[src/hw/rtl/bir_ram.sv]
// Generic single-port-write, single-port-read RAM with registered read.
// No dependencies.
`timescale 1ns / 1ps
module bir_ram #(
  parameter int WIDTH = 8,
  parameter int DEPTH = 256
) (
  input  logic                     clk,
  input  logic                     wr_en,
  input  logic [$clog2(DEPTH)-1:0] wr_addr,
  input  logic [WIDTH-1:0]         wr_data,
  input  logic [$clog2(DEPTH)-1:0] rd_addr,
  output logic [WIDTH-1:0]         rd_data
);
  logic [WIDTH-1:0] mem [DEPTH];

  always_ff @(posedge clk) begin
    if (wr_en) begin
      mem[wr_addr] <= wr_data;
    end
    rd_data <= mem[rd_addr];
  end
endmodule

[config.mk]
export PLATFORM = sky130hd
export DESIGN_NAME = bir_ram
export DESIGN_NICKNAME = d
export VERILOG_FILES = /design/src/hw/rtl/bir_ram.sv
export SDC_FILE = /design/constraint.sdc
export NUM_CORES = 2
export LEC_CHECK = 0
export BUFFER_PORTS_ARGS = -buffer_cell sky130_fd_sc_hd__buf_2
export CELL_PAD_IN_SITES_DETAIL_PLACEMENT = 1
export CELL_PAD_IN_SITES_GLOBAL_PLACEMENT = 1
export CORE_AREA = 5 5 405 407
export CTS_BUF_LIST = sky130_fd_sc_hd__clkbuf_16
export DETAILED_ROUTE_END_ITERATION = 8
export DIE_AREA = 0 0 410 412
export GPL_TIMING_DRIVEN = 0
export PLACE_DENSITY = 0.67
export SLEW_MARGIN = 20
export SYNTH_ARGS = -nofsm -noshare
export SYNTH_HDL_FRONTEND = slang
export SYNTH_SLANG_ARGS = --single-unit
export TNS_END_PERCENT = 1
[constraint.sdc]
create_clock -name clk -period 4.55 [get_ports clk]
set_clock_uncertainty 0.2 [all_clocks]
set_input_delay 0.455 -clock clk [delete_from_list [all_inputs] [get_ports clk]]
set_output_delay 0.455 -clock clk [all_outputs]
set_load 0.01 [all_outputs]
==> run summary <==
The reported max-cap violation count came out at 0. The area of the core came out at roughly 160000 um^2. The total internal power is 30720 uW. The most used flip-flop cell after synthesis is edfxtp_1. The switching power came out at 9006 uW.

The max-slew violation total from the final report came out at 0. The portion of total power attributed to combinational logic came out at approximately 5.8%. The count of different cell masters after synthesis is 55. The maximum number of pins on one net before global-route repair came out at 116. The number of enable-type register cells in the synthesized netlist is 2048. The area used by multi-input combinational logic came out at ~17000 um^2. The total number of clock tree sinks came out at 2056.

The critical path's largest stage delay came out at 1.19 ns. The final standard cell utilization of the core is 56.42%. The flop and latch count out of synthesis came out at ~2000. The count of synthesis-stage warnings from yosys came out at 0. Static timing analysis puts the maximum clock frequency at between 0.2 and 0.25 GHz. Dividing the detail-routed wire length by the instance count gives 40.34 um. Before CTS, the worst setup slack after placement is -0.7403 ns. The routed layout has 41960 vias. The final worst-path cycle share came out at 103.0%. For this design the top-level I/O count stands at 34.

The first global-routing pass estimated ~350000 um of wire. The area after detailed placement is 83480 um^2. The sequential cells in the finished layout cover a total of 61660 um^2.

The remaining max-slew budget at the tightest pin came out at 8.473%. For the worst-skew pair, the clock arrives at the later sink with an insertion delay of 0.86 ns. Counting I/O delays and the setup requirement, the final critical path takes around 4.7 ns.

The synthesized area per cell came out at roughly 21 um^2. The worst path buffer plus inverter count came out at 4. Setup repair after global routing left no endpoint under its margin. The total track usage came out at 30.24%. The reported leakage power came out at 0.02815 uW. The slew at the pin with the worst max-slew slack came out at 1.360 ns.

CTS built an H-tree with a depth of 4. The initial antenna violation count was 22. In this run the number of cells on the critical path is 9. The hold violation count in the final report is 0. At the end of the flow, the number of nets in the layout was 4044. The fraction of final layout cells with drive strength greater than 1 came out at 23.44%.

The final wirelength came out at 253900 um. During placement, the flow inserted port buffers numbering 26. In this run the worst hold path is classified as in -> reg. The part of the power in the clock network is 41.6%. The kind of cell with the highest combined delay along the critical path is buffers and inverters. The checks that failed: negative setup slack. The number of core rows is roughly 150.

The number of cells on the worst hold path is 3. The maximum count of clock buffers along a single path is 3. The flow ran to the end, but the final reports show violations. Once the clock tree was built, the setup fixing pass inserted 0 buffers. TritonCTS built the clock tree. The via count of the first global-routing pass came to roughly 43000. The root buffer cell is clkbuf_16. Along the worst path, the maximum fanout reaches 10.

The full die area is 168900 um^2. The first detailed-routing pass ran for 5 iterations. Setup violations remaining at the end of the flow were counted as 1. The area growth from synthesis to layout came out at 13.35%.

The maximum resistive drop on vdd is approximately 0.45 mV. In this run the horizontal extent of the chip is 410 um. In the routed design, unresolved DRC markers number 0.

For this run, asynchronously set or reset flops after synthesis account for 0%. The number of cell instances on the worst register-to-register path came out at 5. The antenna violation net count after detailed routing is 0. Of the total power, the share spent switching nets is 22.67%. The clock transition at the registers of the reported paths came out at 0.07 ns. The number of clock buffers inserted by TritonCTS is 207. The mapped netlist covers 79560 um^2.

The largest individual stage delay along the critical path comes from the cell nor4_1. The starting density of the core came out at 49.77%. The final non-filler cell total is between 6000 and 7000. The completed layout was analyzed and its total power is 39720 uW. The signal on the critical path passes through buf_2, buf_2, buf_2, nor2_1, clkbuf_1, a22oi_1, a21oi_1, nor4_1, nor4_1. Sequential cells account for between 50 and 60% of the total power. The most repeated library cell on the critical path is buf_2. Across all setup checks in the final design, the least slack found is -0.1379 ns.

After detailed routing, the number of vias per cell comes to 6.667. The layout has 13480 filler cells. The summed area of non-filler cells in the final layout is around 90000 um^2. The number of cells after detailed placement came out at 5884. The vertical die dimension came out at around 400 um.

The worst setup path is launched from a primary input. The cell count after synthesis came out at roughly 3700. The global placement routability congestion came out at 0.8936. The required time of the critical path came out at 4.97 ns. The critical path start-end classification is in -> reg. The part of the Yosys area used for sequential elements came out at 77.50%. The sum of net half-perimeters after detailed placement came out at 172500 um.

In this run the power density over the cells is ~440 nW/um^2. The kind of end point of the critical path is a flop. The number of nets in the synthesized netlist is 3759. The arrival time reported for the critical path endpoint came out at 5.10 ns. After the first detailed-routing iteration, the DRC count stood at 5888.

The residual overflow from global routing is 0.
power groups by stage:
stage | Combinational, uW | Sequential, uW | Clock, uW
after floorplan | 1010 | 21300 | 0
after global placement | 2140 | 21400 | 0
after detailed placement | 2270 | 21300 | 0
after CTS | 2280 | 20900 | 16700
after global routing | 2360 | 20900 | 17600
final | 2320 | 20900 | 16500
cell usage after synthesis, types with 21 or more instances:
master       n  area, um^2
buf_6       21       236.5
nand2_1     33       123.9
mux2i_1    134        1341
a21oi_1     96       480.5
nor4_1      24       150.1
edfxtp_1  2048       61500
nor2_1     282        1059
nand3_1     34       170.2
buf_2       31       155.2
buf_1       22       82.58
o22ai_1     28       175.2
buf_4       27       202.7
a22oi_1    133       998.5
o221ai_1    46       402.9
clkbuf_1   111       416.7
mux4_2     454       10220
nor3_1      22       110.1
nor2b_1     31       193.9
cells in the final DEF, fill, tap and decap left out, types with 31 or more instances in the layout:
cell / synthesis / layout
edfxtp_1: 2048 / 2048
mux4_2: 454 / 454
nor2_1: 282 / 273
clkbuf_16: 0 / 210
mux2i_1: 134 / 134
a22oi_1: 133 / 133
a21oi_1: 96 / 96
clkbuf_1: 111 / 82
buf_2: 31 / 58
clkinv_1: 1 / 54
clkinv_2: 0 / 52
inv_1: 1 / 47
o221ai_1: 46 / 46
nand3_1: 34 / 34
nand2_1: 33 / 33
buf_16: 0 / 33
nor2b_1: 31 / 31
metrics by stage:
step | TNS [ns] | hold slack [ns]
after global routing | 0 | 0.3216
final | -0.1379 | 0.3194
after global placement | -803.17 | 0.6569
after CTS | 0 | 0.2481
after detailed placement | -4.599 | 0.6446
after floorplan | 0 | 0.3539
per-layer routing:
layer | wire length [um] | vias to the layer above | global-route usage, %
met5 | 34 | - | 0
met4 | 11840 | 6 | 12.24
met3 | 28070 | 505 | 8.582
met2 | 117900 | 2443 | 46.69
met1 | 96090 | 22700 | 41.11
li1 | - | 16310 | -
worst paths after layout:
check                         from                    end  slack (ns)
max                     rd_addr[2]     rd_data[3]$_DFF_P_       -0.14
min                     wr_addr[6]  mem[196][5]$_DFFE_PP_        0.32
max reg2reg  mem[190][3]$_DFFE_PP_     rd_data[3]$_DFF_P_        1.22
min reg2reg  mem[254][5]$_DFFE_PP_     rd_data[5]$_DFF_P_        1.28
registers in the layout, indices dropped and copies added, names as in the netlist:
register	count
mem	2048
rd_data	8
area by class of cell:
class | count | area share, %
Clock buffer | 210 | 5.828
Inverter | 2 | 0.008325
Sequential cell | 2056 | 68.38
Timing Repair Buffer | 76 | 1.442
Multi-Input combinational cell | 1442 | 18.35
Buffer | 233 | 1.658
Antenna cell | 10 | 0.02775
Tap cell | 2086 | 2.894
Clock inverter | 179 | 1.419
worst register-to-register path: stages (launching register included):
cell and delay [ns]:
edfxtp_1 0.39, mux4_2 0.47, a22oi_1 0.27, a31oi_1 0.23, nor4_1 1.20, nor4_1 0.35
kinds of logic (layout without fill, tap and decap cells):
family,count (synthesis),in the layout,share of synthesized area (%)
simple gates,466,466,2.628
flops,2056,2056,77.50
other cells,0,10,0
mux,591,591,14.62
buf+inv,235,700,1.831
compound gates,385,385,3.419
repair_timing:
action                                 4_1_cts  5_1_grt
endpoints found under the hold margin      469        0
hold buffers                                 8        0
resized for setup                            0        0
Note: power is estimated with default switching activity, not from simulation.
