==> config.mk <==
export PLATFORM = sky130hd
export DESIGN_NAME = bir_recip
export DESIGN_NICKNAME = d
export VERILOG_FILES = /design/src/hw/rtl/bir_pkg.sv /design/src/hw/rtl/bir_recip.sv
export SDC_FILE = /design/constraint.sdc
export NUM_CORES = 1
export LEC_CHECK = 0
export BUFFER_PORTS_ARGS = -buffer_cell sky130_fd_sc_hd__buf_2
export CORE_ASPECT_RATIO = 1.4
export CORE_MARGIN = 4
export CORE_UTILIZATION = 57
export CTS_CLUSTER_DIAMETER = 100
export DETAILED_ROUTE_END_ITERATION = 10
export PLACE_DENSITY = 0.8
export SETUP_SLACK_MARGIN = 0.2
export SLEW_MARGIN = 5
export SYNTH_ARGS = -nofsm -noshare
export SYNTH_HDL_FRONTEND = slang
export SYNTH_SLANG_ARGS = --single-unit
==> constraint.sdc <==
create_clock -name clk -period 2.95 [get_ports clk]
set_input_delay 0.59 -clock clk [delete_from_list [all_inputs] [get_ports clk]]
set_output_delay 0.59 -clock clk [all_outputs]
set_load 0.03 [all_outputs]
==> src/hw/rtl/bir_pkg.sv <==
// Shared types and constants for the bilinear image resize block.
// No dependencies.
`timescale 1ns / 1ps
package bir_pkg;

  typedef struct packed {
    logic        mode;
    logic [11:0] pos_x;
    logic [11:0] pos_y;
    logic [1:0]  channel;
    logic [7:0]  sample_in;
  } bir_in_t;

  typedef struct packed {
    logic [7:0] sample_out;
    logic       range_error;
  } bir_out_t;

  localparam logic [1:0] REG_WIDTH   = 2'd0;
  localparam logic [1:0] REG_HEIGHT  = 2'd1;
  localparam logic [1:0] REG_CHANNEL = 2'd2;
  localparam logic [1:0] REG_SCALE   = 2'd3;

  localparam logic MODE_WRITE = 1'b0;
  localparam logic MODE_READ  = 1'b1;

  // Reciprocal of the scale: 2^32 / s; 32 bits hold it for s >= 2, and the 33rd bit holds it for s == 1.
  localparam int RECIP_W = 33;

endpackage

==> src/hw/rtl/bir_recip.sv <==
// Iterative reciprocal unit: computes 2^32 / scale after reset (scale 256) and after each scale write.
// Depends on bir_pkg.
`timescale 1ns / 1ps
module bir_recip (
  input  logic                          clk,
  input  logic                          rst_n,
  input  logic                          load,
  input  logic [11:0]                   scale,
  output logic [bir_pkg::RECIP_W-1:0]   recip,
  output logic                          done
);
  import bir_pkg::*;

  logic [12:0]        rem_r, rem_nxt;
  logic [RECIP_W-1:0] quo_r, quo_nxt;
  logic [5:0]         cnt_r, cnt_nxt;
  logic [11:0]        div_r;
  logic               busy_r, busy_nxt;
  logic [13:0]        trial;

  // Restoring division of 1<<32 by the scale, one quotient bit per cycle.
  always_comb begin
    rem_nxt  = rem_r;
    quo_nxt  = quo_r;
    cnt_nxt  = cnt_r;
    busy_nxt = busy_r;
    trial    = {rem_r, (cnt_r == 6'd32)} - {2'b00, div_r};
    if (busy_r) begin
      if (!trial[13]) begin
        rem_nxt = trial[12:0];
        quo_nxt = {quo_r[RECIP_W-2:0], 1'b1};
      end else begin
        rem_nxt = {rem_r[11:0], (cnt_r == 6'd32)};
        quo_nxt = {quo_r[RECIP_W-2:0], 1'b0};
      end
      if (cnt_r == 6'd0) begin
        busy_nxt = 1'b0;
      end else begin
        cnt_nxt = cnt_r - 6'd1;
      end
    end
  end

  always_ff @(posedge clk) begin
    if (!rst_n) begin
      busy_r <= 1'b1;
      cnt_r  <= 6'd32;
      rem_r  <= '0;
      quo_r  <= '0;
      div_r  <= 12'd256;
    end else if (load) begin
      busy_r <= 1'b1;
      cnt_r  <= 6'd32;
      rem_r  <= '0;
      quo_r  <= '0;
      div_r  <= (scale == 12'd0) ? 12'd1 : scale;
    end else begin
      busy_r <= busy_nxt;
      cnt_r  <= cnt_nxt;
      rem_r  <= rem_nxt;
      quo_r  <= quo_nxt;
    end
  end

  assign recip = quo_r;
  assign done  = !busy_r;
endmodule

==> metrics.yaml <==
status: "finished, final reports clean"
ys_async_sr_fraction_pct: 0
ys_ff_latch: 65
die_h_um: 99.4
hold_viol: 0
seq_area_frac_synth_pct: 38.3
finalWorstSetupSlack_ns: 0.387
ys_warn_count: 0
worst_setup_path_end_kind: "register"
syn_avg_cell_area_um2: 8.92
p_total_mw: 2.55
crit_path_top_delay_cell: "or3_1"
grt_pass1_wl_um: 12600
totalWireLength_um: 7620
drt-vias-per-instance: 5.93
crit_type: "reg2reg"
postLayoutCellArea_mm2: 0.00393
gp_congestion: 0.906
dpl-instance-area_mm2: 0.00366
cp_max_fo: 12
grt_max_degree: 46
hold_end: "div_r[8]"
grt_usage_pct: 21.9
holdWs_ns: 0.496
dr_total_vias: 2955
syn_nets: 410
vdd_drop_max_v: 0.000405
postCtsHoldBufs: 0
io_buffer_count: 48
htreeDepth: 3
dieWidth_um: 73.3
antenna_left: 0
path_delay_family: "simple AND/OR/NAND/NOR gates"
min_path_cells: 3
grt-ovfl-total: 0
pin_count: 49
placedCellCount: 479
clk_pin_slew_ns: 0.08
nFillCells: 443
post-place-ws_ns: 0.251
initial_core_util_pct: 58.4
synthesis.area_mm2: 0.00340
synth_edf_count: 0
num_rows: 33
skew_ns: 0.00879
cts_buffer_depth: 2
core-area_mm2: 0.00582
cp_cell_sequence: "inv_1 > ha_1 > nand2b_1 > nor3_1 > nand2_1 > ha_2 > nor2b_2 > o2111ai_4 > a21oi_4 > o41ai_4 > buf_6 > or3_1 > a31oi_1"
clock_sinks: 65
drc: 0
drv_slew: 0
clock_latency_ns: 0.34
arrival_ns: 2.83
diodes: 0
cp_num_buf_inv: 2
fin_crit_ns: 2.56
cts_made_buffers: 9
drt-initial-drc-count: 205
r2r_cells: 13
start_kind: "register"
wl_per_cell_um: 15.3
cpPeakStageDelay_ns: 0.34
r2r_setup_slack_ns: 0.39
root_buffer: "clkbuf_8"
hold_start: "scale[8]"
area_growth_pct: 15.5
antenna_found_initial: 0
synthCells: 381
final_cells: 498
grt_pass1_vias: 2816
cts_tree: "built"
dieArea_mm2: 0.00728
num-nets-final: 452
drive_above_1_share_pct: 20.8
max_freq_ghz: 0.390
hp-class: "in2reg"
p_per_area_mw_per_mm2: 648
finalSetupViolCount: 0
synth_ff_type: "dfxtp_1"
required_ns: 3.22
timing.rr.end: "rem_r[0]"
ys_types: 55
period_share_pct: 86.9
drv_cap: 0
slew_headroom_pct: 44.3
final_core_util_pct: 67.4
dp_hpwl_um: 5300
setup_tns_ns: 0
leakage_nw: 1.84
r2r-start: "cnt_r[0]"
firstDrtPassIters: 6
rsz0062_at_grt: "no"
worst_pin_slew_ns: 0.835
worst max path at each step:
stage | slack, ns | startpoint | endpoint | cells past startpoint
final | 0.39 | cnt_r[0] | rem_r[0] | 13
after global routing | 0.19 | cnt_r[0] | rem_r[10] | 14
after CTS | 0.24 | cnt_r[0] | rem_r[0] | 13
after detailed placement | 0.25 | cnt_r[0] | rem_r[10] | 14
after global placement | 0.37 | cnt_r[0] | rem_r[0] | 13
after floorplan | 0.56 | cnt_r[0] | rem_r[10] | 14
placed cells by master (no fill, tap or decap), types with 6 or more instances in the layout:
cell type,n
dfxtp_1,64
mux2i_1,45
o21ai_0,17
clkbuf_8,9
nor2_1,44
ha_1,12
buf_2,48
a21oi_1,12
nand3_1,18
o21ai_1,8
nor3_1,9
o211ai_1,6
nor2b_1,11
nand2_1,13
a31oi_1,11
buf_4,6
xnor2_1,11
inv_1,20
metal layers:
metal / GRT usage, % / routed length, um / vias to the layer above
met3: 6.37 / 448 / 31
met2: 34.4 / 3680 / 108
li1: - / - / 1438
met1: 26.3 / 3170 / 1378
met4: 12.5 / 317 / 0
met5: 0 / 0 / -
registers in the layout, summed over array words and instances (netlist names):
| register | flops |
|---|---|
| recip | 33 |
| rem_r | 13 |
| div_r | 12 |
| cnt_r | 6 |
| busy_r | 1 |
cells by family (layout without fill, tap and decap cells):
family / count (synthesis) / after routing / synth area share [%]
AOI/OAI and AO/OA: 81 / 81 / 17.3
DFF: 65 / 65 / 38.3
muxes: 45 / 45 / 13.2
xor gates and xnor gates: 12 / 12 / 3.09
buffers and inverters: 46 / 93 / 5.89
adders and majority gates: 14 / 14 / 5.37
and+or+nand+nor: 118 / 118 / 16.8
final cells by class:
class                   count  area (um^2)  share of cell area (%)
repair buffers             56          317                    8.06
flip-flops and latches     65         1300                    33.2
multi-input cells         270         1940                    49.3
well taps                  70         87.6                    2.23
clock buffers               9          124                    3.15
inverters                  21         78.8                    2.01
clock inverters             7         80.1                    2.04
synthesized netlist by cell type, types with 2 or more instances:
| cell type | count | area [um^2] |
|---|---|---|
| o2111ai_2 | 2 | 30.0 |
| nand2b_1 | 3 | 18.8 |
| nor2_1 | 44 | 165 |
| a211oi_1 | 2 | 15.0 |
| nand4_1 | 3 | 18.8 |
| a21o_1 | 3 | 22.5 |
| dfxtp_1 | 65 | 1300 |
| nor3_1 | 9 | 45.0 |
| nand3_1 | 18 | 90.1 |
| nand2_1 | 13 | 48.8 |
| buf_1 | 2 | 7.51 |
| clkbuf_1 | 13 | 48.8 |
| mux2i_1 | 45 | 450 |
| or4_1 | 2 | 15.0 |
| nor2b_1 | 12 | 75.1 |
| buf_6 | 2 | 22.5 |
| buf_2 | 7 | 35.0 |
| a21oi_1 | 13 | 65.1 |
| and3_1 | 3 | 18.8 |
| o21ai_0 | 17 | 85.1 |
| and2_1 | 2 | 12.5 |
| ha_1 | 13 | 163 |
| a31o_1 | 2 | 17.5 |
| o211ai_1 | 6 | 45.0 |
| inv_1 | 20 | 75.1 |
| a31oi_1 | 11 | 68.8 |
| nor4_1 | 3 | 18.8 |
| o21ai_1 | 8 | 40.0 |
| xnor2_1 | 11 | 96.3 |
| or3_1 | 2 | 12.5 |
power by group:
| part | internal, mW | switching [mW] |
|---|---|---|
| registers | 0.917 | 0.0430 |
| clock network | 0.398 | 0.370 |
| logic | 0.338 | 0.479 |
worst register-to-register path, stage by stage (launching register included):
cell       delay (ns)
dfxtp_1          0.31
inv_1            0.08
ha_1             0.17
nand2b_1         0.09
nor3_1           0.13
nand2_1          0.10
ha_2             0.19
nor2b_2          0.19
o2111ai_4        0.18
a21oi_4          0.27
o41ai_4          0.12
buf_6            0.17
or3_1            0.34
a31oi_1          0.17
repair_timing:
| action | in CTS | in global routing |
|---|---|---|
| resized for setup | 0 | 9 |
| setup endpoints to repair | 0 | 13 |
| buffers inserted | 0 | 3 |
Note: power is estimated with default switching activity, not from simulation.
